--- src/hw/rtl/sorb_pkg.sv ---
// Package for the sawtooth overwrite ring buffer: widths, depth, command
// types and status struct shared by the front, the back and the top level.
// No dependencies.
`timescale 1ns / 1ps

package sorb_pkg;

  // Ring geometry
  localparam int DEPTH = 32;
  localparam int PTR_W = $clog2(DEPTH);

  // Field widths
  localparam int SAW_W = 7;
  localparam int CNT_W = 8;
  localparam int CMP_W = (CNT_W > PTR_W) ? CNT_W : PTR_W;

  // Reset value of the saw_max register
  localparam logic [SAW_W-1:0] SAW_MAX_RST = SAW_W'(100);

  // Command queue between front and back
  localparam int Q_DEPTH = 2;
  localparam int Q_IDX_W = $clog2(Q_DEPTH);
  localparam int Q_CNT_W = $clog2(Q_DEPTH + 1);

  // Input action codes
  localparam logic ACT_TICK = 1'b0;
  localparam logic ACT_READ = 1'b1;

  typedef enum logic [1:0] {
    CMD_TICK,
    CMD_READ,
    CMD_READ_NONE
  } cmd_kind_t;

  typedef struct packed {
    cmd_kind_t          kind;
    logic [CNT_W-1:0]   count;
  } cmd_t;

  typedef struct packed {
    logic               busy;
    logic [PTR_W-1:0]   fill;
  } bk_status_t;

endpackage

--- src/hw/rtl/sorb_if.sv ---
// Valid/ready channel interfaces for the input and result transactions.
// Depends on sorb_pkg.
`timescale 1ns / 1ps

interface sorb_in_if
  import sorb_pkg::*;
  ();
  logic               valid;
  logic               ready;
  logic               action;
  logic [CNT_W-1:0]   read_count;

  modport source (output valid, output action, output read_count, input ready);
  modport sink   (input valid, input action, input read_count, output ready);
endinterface

interface sorb_out_if
  import sorb_pkg::*;
  ();
  logic               valid;
  logic               ready;
  logic [SAW_W-1:0]   data;
  logic               last;
  logic               empty_res;

  modport source (output valid, output data, output last, output empty_res, input ready);
  modport sink   (input valid, input data, input last, input empty_res, output ready);
endinterface

--- src/hw/rtl/sorb_front.sv ---
// Front end: accepts input transactions, classifies them into commands and
// holds them in a short queue for the back end. Depends on sorb_pkg, sorb_if.
`timescale 1ns / 1ps

module sorb_front
  import sorb_pkg::*;
(
  input  logic            clk,
  input  logic            rst,
  sorb_in_if.sink         in_ch,
  output logic            q_valid,
  output cmd_t            q_cmd,
  input  logic            q_pop
);

  cmd_t                 slots [Q_DEPTH];
  logic [Q_IDX_W-1:0]   wr_idx;
  logic [Q_IDX_W-1:0]   rd_idx;
  logic [Q_CNT_W-1:0]   cnt;
  logic                 push;
  logic                 pop;
  cmd_t                 cmd_in;

  // Classify the incoming transaction
  always_comb begin
    cmd_in.count = in_ch.read_count;
    if (in_ch.action == ACT_TICK) begin
      cmd_in.kind = CMD_TICK;
    end else if (in_ch.read_count == '0) begin
      cmd_in.kind = CMD_READ_NONE;
    end else begin
      cmd_in.kind = CMD_READ;
    end
  end

  assign in_ch.ready = (cnt != Q_CNT_W'(Q_DEPTH));
  assign push        = in_ch.valid && in_ch.ready;
  assign q_valid     = (cnt != '0);
  assign pop         = q_pop && q_valid;
  assign q_cmd       = slots[rd_idx];

  // Queue storage
  always_ff @(posedge clk) begin
    if (push) begin
      slots[wr_idx] <= cmd_in;
    end
  end

  // Queue pointers and occupancy
  always_ff @(posedge clk) begin
    if (rst) begin
      wr_idx <= '0;
      rd_idx <= '0;
      cnt    <= '0;
    end else begin
      if (push) begin
        wr_idx <= (wr_idx == Q_IDX_W'(Q_DEPTH - 1)) ? '0 : wr_idx + 1'b1;
      end
      if (pop) begin
        rd_idx <= (rd_idx == Q_IDX_W'(Q_DEPTH - 1)) ? '0 : rd_idx + 1'b1;
      end
      unique case ({push, pop})
        2'b10:   cnt <= cnt + 1'b1;
        2'b01:   cnt <= cnt - 1'b1;
        default: cnt <= cnt;
      endcase
    end
  end

endmodule

--- src/hw/rtl/sorb_back.sv ---
// Back end: ring memory, pointers, sawtooth generator and the drain
// sequencer that drives the result channel. Depends on sorb_pkg, sorb_if.
`timescale 1ns / 1ps

module sorb_back
  import sorb_pkg::*;
(
  input  logic              clk,
  input  logic              rst,
  input  logic              cfg_wr_en,
  input  logic [SAW_W-1:0]  cfg_wr_data,
  input  logic              q_valid,
  input  cmd_t              q_cmd,
  output logic              q_pop,
  sorb_out_if.source        out_ch,
  output bk_status_t        status
);

  logic [SAW_W-1:0] ring_store [DEPTH];

  logic [PTR_W-1:0] rd_ptr, rd_ptr_next;
  logic [PTR_W-1:0] wr_ptr, wr_ptr_next;
  logic [PTR_W-1:0] fill, fill_next;
  logic [PTR_W-1:0] remain, remain_next;
  logic [SAW_W-1:0] saw, saw_next;
  logic [SAW_W-1:0] saw_max;
  logic             busy, busy_next;
  logic             ov, ov_next;
  logic [SAW_W-1:0] data;
  logic             last;
  logic             empty_res;

  logic             slot_free;
  logic             tick_do;
  logic             issue;
  logic             issue_last;
  logic             issue_empty;
  logic [PTR_W-1:0] rd_inc;
  logic [PTR_W-1:0] wr_inc;
  logic [SAW_W-1:0] saw_inc;
  logic [CMP_W-1:0] want_w;
  logic [CMP_W-1:0] fill_w;
  logic [PTR_W-1:0] n_take;

  assign rd_inc  = (rd_ptr == PTR_W'(DEPTH - 1)) ? '0 : rd_ptr + 1'b1;
  assign wr_inc  = (wr_ptr == PTR_W'(DEPTH - 1)) ? '0 : wr_ptr + 1'b1;
  assign saw_inc = saw + 1'b1;

  // Entries a read takes: the smaller of the request and the fill
  assign want_w = CMP_W'(q_cmd.count);
  assign fill_w = CMP_W'(fill);
  assign n_take = (want_w < fill_w) ? PTR_W'(want_w) : fill;

  // Output register is free when empty or being taken this cycle
  assign slot_free = !ov || out_ch.ready;

  // Sequencer: next state and control
  always_comb begin
    rd_ptr_next = rd_ptr;
    wr_ptr_next = wr_ptr;
    fill_next   = fill;
    remain_next = remain;
    saw_next    = saw;
    busy_next   = busy;
    ov_next     = (ov && out_ch.ready) ? 1'b0 : ov;
    q_pop       = 1'b0;
    tick_do     = 1'b0;
    issue       = 1'b0;
    issue_last  = 1'b0;
    issue_empty = 1'b0;

    if (busy) begin
      // drain the rest of a read, one entry per cycle while the output register is free
      if (slot_free) begin
        issue       = 1'b1;
        issue_last  = (remain == PTR_W'(1));
        rd_ptr_next = rd_inc;
        fill_next   = fill - 1'b1;
        remain_next = remain - 1'b1;
        busy_next   = (remain != PTR_W'(1));
      end
    end else if (q_valid) begin
      unique case (q_cmd.kind)
        CMD_TICK: begin
          q_pop       = 1'b1;
          tick_do     = 1'b1;
          wr_ptr_next = wr_inc;
          // ring full: drop the oldest entry
          if (rd_ptr == wr_inc) begin
            rd_ptr_next = rd_inc;
          end else begin
            fill_next = fill + 1'b1;
          end
          saw_next = (saw_inc > saw_max) ? '0 : saw_inc;
        end
        CMD_READ, CMD_READ_NONE: begin
          if (slot_free) begin
            q_pop = 1'b1;
            issue = 1'b1;
            if (n_take == '0) begin
              issue_empty = 1'b1;
              issue_last  = 1'b1;
            end else begin
              issue_last  = (n_take == PTR_W'(1));
              rd_ptr_next = rd_inc;
              fill_next   = fill - 1'b1;
              remain_next = n_take - 1'b1;
              busy_next   = (n_take != PTR_W'(1));
            end
          end
        end
      endcase
    end

    if (issue) begin
      ov_next = 1'b1;
    end
  end

  // Control state
  always_ff @(posedge clk) begin
    if (rst) begin
      rd_ptr  <= '0;
      wr_ptr  <= '0;
      fill    <= '0;
      remain  <= '0;
      saw     <= '0;
      busy    <= 1'b0;
      ov      <= 1'b0;
      saw_max <= SAW_MAX_RST;
    end else begin
      rd_ptr <= rd_ptr_next;
      wr_ptr <= wr_ptr_next;
      fill   <= fill_next;
      remain <= remain_next;
      saw    <= saw_next;
      busy   <= busy_next;
      ov     <= ov_next;
      if (cfg_wr_en) begin
        saw_max <= cfg_wr_data;
      end
    end
  end

  // Ring memory write port
  always_ff @(posedge clk) begin
    if (tick_do) begin
      ring_store[wr_ptr] <= saw;
    end
  end

  // Ring memory read port, registered straight into the result register
  always_ff @(posedge clk) begin
    if (issue) begin
      last      <= issue_last;
      empty_res <= issue_empty;
      if (issue_empty) begin
        data <= '0;
      end else begin
        data <= ring_store[rd_ptr];
      end
    end
  end

  assign out_ch.valid     = ov;
  assign out_ch.data      = data;
  assign out_ch.last      = last;
  assign out_ch.empty_res = empty_res;

  assign status.busy = busy;
  assign status.fill = fill;

endmodule

--- src/hw/rtl/sawtooth_overwrite_ring_buffer.sv ---
// Sawtooth ring buffer that overwrites its oldest entry: a tick stores one
// sample in the back end; a read of n entries (n the smaller of read_count
// and the fill, at most 31) yields n results at one per cycle while the
// receiver takes them, paced by the single read port of the ring memory, and
// an empty or zero-count read yields one result flagged empty_res. The first
// result of a command is registered and appears in the cycle after the back
// end takes the command; a two-entry command queue lets input transactions be
// taken while a read is draining. No clearing pass after reset. Depends on
// sorb_pkg, sorb_if, sorb_front, sorb_back.
`timescale 1ns / 1ps

module sawtooth_overwrite_ring_buffer
  import sorb_pkg::*;
(
  input  logic              clk,
  input  logic              rst,
  input  logic              cfg_wr_en,
  input  logic [SAW_W-1:0]  cfg_wr_data,
  sorb_in_if.sink           in_ch,
  sorb_out_if.source        out_ch
);

  logic       q_valid;
  logic       q_pop;
  cmd_t       q_cmd;
  bk_status_t status;

  // Accept and classify
  sorb_front u_front (
    .clk     (clk),
    .rst     (rst),
    .in_ch   (in_ch),
    .q_valid (q_valid),
    .q_cmd   (q_cmd),
    .q_pop   (q_pop)
  );

  // Execute against the ring
  sorb_back u_back (
    .clk         (clk),
    .rst         (rst),
    .cfg_wr_en   (cfg_wr_en),
    .cfg_wr_data (cfg_wr_data),
    .q_valid     (q_valid),
    .q_cmd       (q_cmd),
    .q_pop       (q_pop),
    .out_ch      (out_ch),
    .status      (status)
  );

  // An empty read result carries zero data and closes its read
  a_empty_res: assert property (@(posedge clk) disable iff (rst)
    (out_ch.valid && out_ch.empty_res) |-> (out_ch.data == '0 && out_ch.last))
    else $error("empty result with nonzero data or without last");

  // While a read drains, the result register stays loaded
  a_busy_valid: assert property (@(posedge clk) disable iff (rst)
    status.busy |-> out_ch.valid)
    else $error("drain in progress without a pending result");

  // No command leaves the queue while a read is draining
  a_no_pop_busy: assert property (@(posedge clk) disable iff (rst)
    status.busy |-> !q_pop)
    else $error("command taken during drain");

  // A tick always leaves at least one entry in the ring
  a_tick_fill: assert property (@(posedge clk) disable iff (rst)
    (q_pop && q_cmd.kind == CMD_TICK) |=> (status.fill != '0))
    else $error("ring empty after a tick");

endmodule

--- src/flat_wrapper.sv ---
// flat-port wrapper written by rule: the top's interface ports become plain ports
module sawtooth_overwrite_ring_buffer_flat import sorb_pkg::*;
  (clk, rst, cfg_wr_en, cfg_wr_data, in_ch_valid, in_ch_action, in_ch_read_count, in_ch_ready, out_ch_valid, out_ch_data, out_ch_last, out_ch_empty_res, out_ch_ready);
  sorb_in_if in_ch_i ();
  sorb_out_if out_ch_i ();
  input  logic clk;
  input  logic rst;
  input  logic cfg_wr_en;
  input  logic [SAW_W-1:0] cfg_wr_data;
  input wire logic [$bits(in_ch_i.valid)-1:0] in_ch_valid;
  input wire logic [$bits(in_ch_i.action)-1:0] in_ch_action;
  input wire logic [$bits(in_ch_i.read_count)-1:0] in_ch_read_count;
  output wire logic [$bits(in_ch_i.ready)-1:0] in_ch_ready;
  output wire logic [$bits(out_ch_i.valid)-1:0] out_ch_valid;
  output wire logic [$bits(out_ch_i.data)-1:0] out_ch_data;
  output wire logic [$bits(out_ch_i.last)-1:0] out_ch_last;
  output wire logic [$bits(out_ch_i.empty_res)-1:0] out_ch_empty_res;
  input wire logic [$bits(out_ch_i.ready)-1:0] out_ch_ready;
  assign in_ch_i.valid = in_ch_valid;
  assign in_ch_i.action = in_ch_action;
  assign in_ch_i.read_count = in_ch_read_count;
  assign in_ch_ready = in_ch_i.ready;
  assign out_ch_valid = out_ch_i.valid;
  assign out_ch_data = out_ch_i.data;
  assign out_ch_last = out_ch_i.last;
  assign out_ch_empty_res = out_ch_i.empty_res;
  assign out_ch_i.ready = out_ch_ready;
  sawtooth_overwrite_ring_buffer u_core (.clk(clk), .rst(rst), .cfg_wr_en(cfg_wr_en), .cfg_wr_data(cfg_wr_data), .in_ch(in_ch_i), .out_ch(out_ch_i));
endmodule
--- config.mk ---
export PLATFORM = sky130hd
export DESIGN_NAME = sawtooth_overwrite_ring_buffer_flat
export DESIGN_NICKNAME = d
export VERILOG_FILES = /design/src/hw/rtl/sorb_pkg.sv /design/src/hw/rtl/sorb_if.sv /design/src/hw/rtl/sorb_front.sv /design/src/hw/rtl/sorb_back.sv /design/src/hw/rtl/sawtooth_overwrite_ring_buffer.sv /design/src/flat_wrapper.sv
export SDC_FILE = /design/constraint.sdc
export NUM_CORES = 1
export LEC_CHECK = 0
export BUFFER_PORTS_ARGS = -buffer_cell sky130_fd_sc_hd__buf_2
export CAP_MARGIN = 20
export CORE_AREA = 3 3 164 126
export DETAILED_ROUTE_END_ITERATION = 8
export DIE_AREA = 0 0 167 129
export PLACE_DENSITY_LB_ADDON = 0.3
export RECOVER_POWER = 100
export REMOVE_ABC_BUFFERS = 1
export SLEW_MARGIN = 20
export SYNTH_ARGS = -nofsm -noshare
export SYNTH_HDL_FRONTEND = slang
export SYNTH_SLANG_ARGS = --single-unit
--- constraint.sdc ---
create_clock -name clk -period 6 [get_ports clk]
set_clock_uncertainty 0.15 [all_clocks]
set_input_delay 1.2 -clock clk [delete_from_list [all_inputs] [get_ports clk]]
set_output_delay 1.2 -clock clk [all_outputs]
set_load 0.02 [all_outputs]
# After elaboration in Yosys (flattened, before gate mapping)
# Memory sizes are Yosys's and may differ from the RTL's. A register that Yosys moved wholly into a read port is not among the register bits.
# Index checks and enable logic that the tools add are counted.
[totals] output_inout_bits=11 ramBits=244 regBits=42 n_memories=2 word_cells=129 input_bits=21
[mem_list] name="u_core.u_back.ring_store" words=32 word_bits=7 rd=1 rd_clocked_by_memory_dff=1 write_ports=1 line="sorb_back.sv:19" rtl="logic [SAW_W-1:0] ring_store [DEPTH];"
[mem_list] name="u_core.u_front.slots" words=2 word_bits=10 rd=1 rd_clocked_by_memory_dff=1 write_ports=1 line="sorb_front.sv:16" rtl="cmd_t slots [Q_DEPTH];"
[op_classes] n_lt_le_gt_ge=2 reduce_logical=18 bitwise=1 n_eq_ne=18 n_mux=64 addsub=11
[op_table] operator="$mux 5" n=21
[op_table] operator="$mux 1" n=36
[op_table] operator="$pmux 5 s2" n=2
[op_table] operator="$add 5x1->5 const B" n=3
[op_table] operator="$sub 5x1->5 const B" n=3
[op_table] operator="$eq 5x1->1 const B" n=2
[op_table] operator="$eq 5x5->1 const B" n=2
[op_table] operator="$ne 5x1->1 const B" n=2
[op_table] operator="$reduce_and 5->1" n=2
[op_table] operator="$reduce_bool 2->1" n=5
[op_table] operator="$ne 3x3->1 const B" n=3
[op_table] operator="$logic_not 8->1" n=1
[op_table] operator="$lt 8x5->1" n=1
[op_table] operator="$add 7x1->7 const B" n=1
[op_table] operator="$gt 7x7->1" n=1
[op_table] operator="$mux 7" n=1
[op_table] operator="$ne 2x2->1 const B" n=3
[op_table] operator="$eq 5x5->1" n=1
[op_table] operator="$logic_not 5->1" n=1
[op_table] operator="$eq 2x1->1 const B" n=2
[op_table] operator="$eq 2x2->1 const B" n=2
[op_table] operator="$mux 2" n=2
[op_table] operator="$pmux 2 s2" n=1
[op_table] operator="$reduce_and 4->1" n=1
[op_table] operator="12 further kinds" n=15

# Logic depth before layout (Yosys ltp)
[logic_depth] ltp_word=9 ltp_mapped=13 depth_no_buf=11

# Modules after synthesis
# Synthesis repeated with hierarchy kept, for this count alone.
[hier_totals] hier_cells=758 area_unflattened_um2=12470.7
[by_module_without_submodules] module="sorb_back" seq_area_each_um2=7717.4 instances=1 cells_each=699 area_each_um2=11503.5
[by_module_without_submodules] module="sorb_front" seq_area_each_um2=700.7 instances=1 cells_each=59 area_each_um2=967.2

# Worst setup path before layout
# Ideal clock, no wire load.
[synth_path] path_kind="flip-flop to flip-flop" from="register with a tool-made name" to="register u_core.u_back.last, in the netlist u_core.u_back.out_ch.last, data pin" t_required_ps=5593 stages_incl_launch_ff=12 setup_time_ps=257 synth_period_minus_slack_ps=3145 setup_slack_ps=2855 n_path_buf=3 arrival_ps=2738 cell_sequence="dfxtp_1 > buf_4 > buf_2 > mux2_2 > ha_1 > o211ai_1 > o311a_2 > buf_6 > mux2_2 > ha_1 > o21a_1 > a32o_1"
[synth_rtl] item="to (signal assigned)" line="sorb_back.sv:155" rtl="last <= issue_last;"
[synth_rtl] item="to (decl)" line="sorb_back.sv:30" rtl="logic last;"

==> summary.md <==
| Metric | Value |
|---|---|
| Distinct cells, synth | `59` |
| Total of max-cap violations | `3` |
| DR vias/cell | `6.394` |
| Worst VDD drop | `0.2708 mV` |
| Top_reg_cell synth | `edfxtp_1` |
| Fillers | `1210` |
| Worst slack, placed | `2405 ps` |
| Die area | `21540 um^2` |
| Setup crit end kind | `register` |
| Layer with the highest usage | `met2` |
| Clk buf depth | `3` |
| Worst path cell trace | `mux2_1 -> ha_1 -> nor4_1 -> o311a_1 -> a31o_1 -> a2bb2oi_1 -> o21ai_0 -> a32o_1` |
| CTS buffer count | `27` |
| Die W | `167 um` |
| Tmin final | `3858 ps` |
| Grt total ovfl | `0` |
| Cts hold-fix bufs | `0` |
| CTS tree | `done` |
| Initial antenna violation count | `1` |
| Avg Inst Size Synth | `16.69 um^2` |
| Sink Count | `294` |
| Antenna-violating nets left | `0` |
| Hold crit path type | `register to register` |
| Post-Route WL | `24710 um` |
| Max stage delay cell, worst path | `dfxtp_1` |
| Cells after Synth | `745` |
| Global Route Usage Sum | `23.48%` |
| Setup TNS | `0 ps` |
| Critical Path Source Type | `register` |
| Async SR Flop Fraction | `0%` |
| Post-DR wirelength/cell | `23.62 um` |
| Share of layout cells above drive strength 1 | `16.39%` |
| Fin. Hold Viols | `0` |
| Most frequent cells in the layout | `edfxtp_1 (253), nor2_1 (79), mux4_2 (70), dfxtp_1 (39), clkbuf_1 (28)` |
| Core box area | `19210 um^2` |
| Failing checks | `max-capacitance violations, max-slew violations` |
| Crit-path max cell delay | `740 ps` |
| Synthesized area | `12440 um^2` |
| Vias in the first global route | `6686` |
| H-Tree Level Count | `1` |
| Most common cell after layout, fill and taps aside | `edfxtp_1` |
| GPL Wtd Cong | `0.8831` |
| Status | `finished, violations left` |
| Initial drt markers | `696` |
| I/O pin cnt | `32` |
| Pwr Density | `407.7 nW/um^2` |
| Met2 Usage GRT | `36.42%` |
| Post-CTS sizing | `0` |
| PortBufs | `31` |
| Initial Utilization | `64.72%` |
| Sequential area share after synthesis | `67.69%` |
| Max Freq | `0.2592 GHz` |
| Diode count | `0` |
| R2R setup slack | `2140 ps` |
| First-pass iteration count of the detailed router | `5` |
| Die Ht | `129 um` |
| GRT met3 Usage | `5.221%` |
| WHS | `330.6 ps` |
| Reg area | `8426 um^2` |
| Synth warnings | `0` |
| Final worst path period share | `64.30%` |
| Dpl hpwl | `16290 um` |
| Post-synth EDFFs | `253` |
| Multi-input gate area | `3735 um^2` |
| Critical path class | `register to register` |
| Drc violations | `0` |
| Post-CTS Setup Bufs | `0` |
| Total power | `5522 uW` |
| Area delta synth->final | `8.934%` |
| Worst skew pair latency | `530 ps` |
| Layout Nets | `820` |
| Clk pin slew, worst setup/hold paths | `60 ps` |
| Slew headroom | `-18.54%` |
| Crit path DAT | `4120 ps` |
| Max Slew Vio Count | `111` |
| Cell Rows | `44` |
| First-pass GRT wire length | `38490 um` |
| CTS Root Cell | `clkbuf_16` |
| Largest net degree at the start of global routing | `63` |
| Final count of negative-setup-slack endpoints | `0` |
| Cell leakage power | `0.004409 uW` |
| Slew @ Worst Pin | `1778 ps` |
| Fin util | `70.51%` |
| GR Layer Usage met1 | `35.46%` |
| Flops & latches, synth | `294` |
| Final WS setup | `2142 ps` |
| RSZ-0062 raised after global routing | `no` |
| CP max FO | `16` |
| DR vias | `6688` |
| Data required, critical path | `6260 ps` |
[worst paths after layout]
check	startpoint	to	cells after the start
worst max-delay path	register	u_core.u_back.rd_ptr[2]	8
worst min-delay path	u_core.u_back.saw_max[2]	u_core.u_back.saw_max[2]	2
worst max register to register	register	u_core.u_back.rd_ptr[2]	8
worst min register to register	u_core.u_back.saw_max[2]	u_core.u_back.saw_max[2]	2
[Yosys cell counts, drive strengths merged (8+ instances only)]
master	n	area [um^2]
ha	26	325.3
dfxtp	41	820.8
nand2	26	97.59
nor2b	10	62.56
o211ai	8	60.06
xnor2	14	122.6
clkbuf	20	75.07
mux2i	25	250.2
inv	18	67.56
mux4	70	1577
nor3	8	40.04
edfxtp	253	7597
nor2	79	304.0
o21ai	14	73.82
buf	16	87.58
a21oi	22	110.1
[kinds of logic (layout without fill, tap and decap cells)]
group	count (synthesis)	in the layout	synth area share (%)
adder cells (fa/ha/maj)	26	26	2.616
AO/OA/AOI/OAI	75	75	4.286
AND/OR/NAND/NOR	173	173	6.751
flip-flops	294	294	67.69
XOR/XNOR	21	21	1.479
multiplexers	102	102	15.32
buffers and inverters	54	102	1.851
[state kept, by name (all words and copies together) (netlist names), named ones only]
name                            cells
u_core.u_back.remain                5
u_core.u_back.out_ch.last           1
u_core.u_back.out_ch.data           7
u_core.u_back.busy                  1
u_core.u_back.fill                  5
u_core.u_back.out_ch.valid          1
u_core.u_front.cnt                  2
u_core.u_back.out_ch.empty_res      1
u_core.u_front.slots               20
u_core.u_back.saw                   7
u_core.u_front.rd_idx               1
u_core.u_back.rd_ptr                5
u_core.u_front.wr_idx               1
u_core.u_back.ring_store          224
u_core.u_back.saw_max               7
u_core.u_back.wr_ptr                5
[layout make-up]
cell class / count / area share [%]
Tap cell: 253 / 2.337
Inverter: 18 / 0.4988
Sequential cell: 294 / 62.20
Clock buffer: 33 / 5.154
Timing Repair Buffer: 35 / 1.127
Clock inverter: 16 / 1.118
Multi-Input combinational cell: 397 / 27.57
[routing by layer]
metal / routed length (um) / up-vias
li1: - / 2979
met1: 10800 / 3368
met2: 11350 / 308
met3: 2172 / 33
met4: 390 / 0
met5: 0 / -
[power by group]
| group | total, uW | switching [uW] | internal, uW | leakage (uW) |
|---|---|---|---|---|
| registers | 2600 | 229 | 2370 | 0.00268 |
| clock network | 1650 | 697 | 953 | 0.000414 |
| logic | 1270 | 681 | 588 | 0.00131 |
[metrics by stage]
| step | instance area, um^2 | cells |
|---|---|---|
| 6_report | 13550 | 1046 |
| 5_1_grt | 13550 | 1046 |
| 4_1_cts | 13630 | 1046 |
| 3_5_place_dp | 12780 | 997 |
| 3_3_place_gp | 12780 | 997 |
| 2_1_floorplan | 12270 | 709 |
[critical path, delay by kind of cell, from the launching register on]
| kind | cells | cell delay (ps) |
|---|---|---|
| adders and majority gates | 1 | 250 |
| AOI/OAI and AO/OA | 5 | 1850 |
| muxes | 1 | 440 |
| DFF | 1 | 740 |
| and+or+nand+nor | 1 | 320 |
Power figures use the tool's default switching activity.
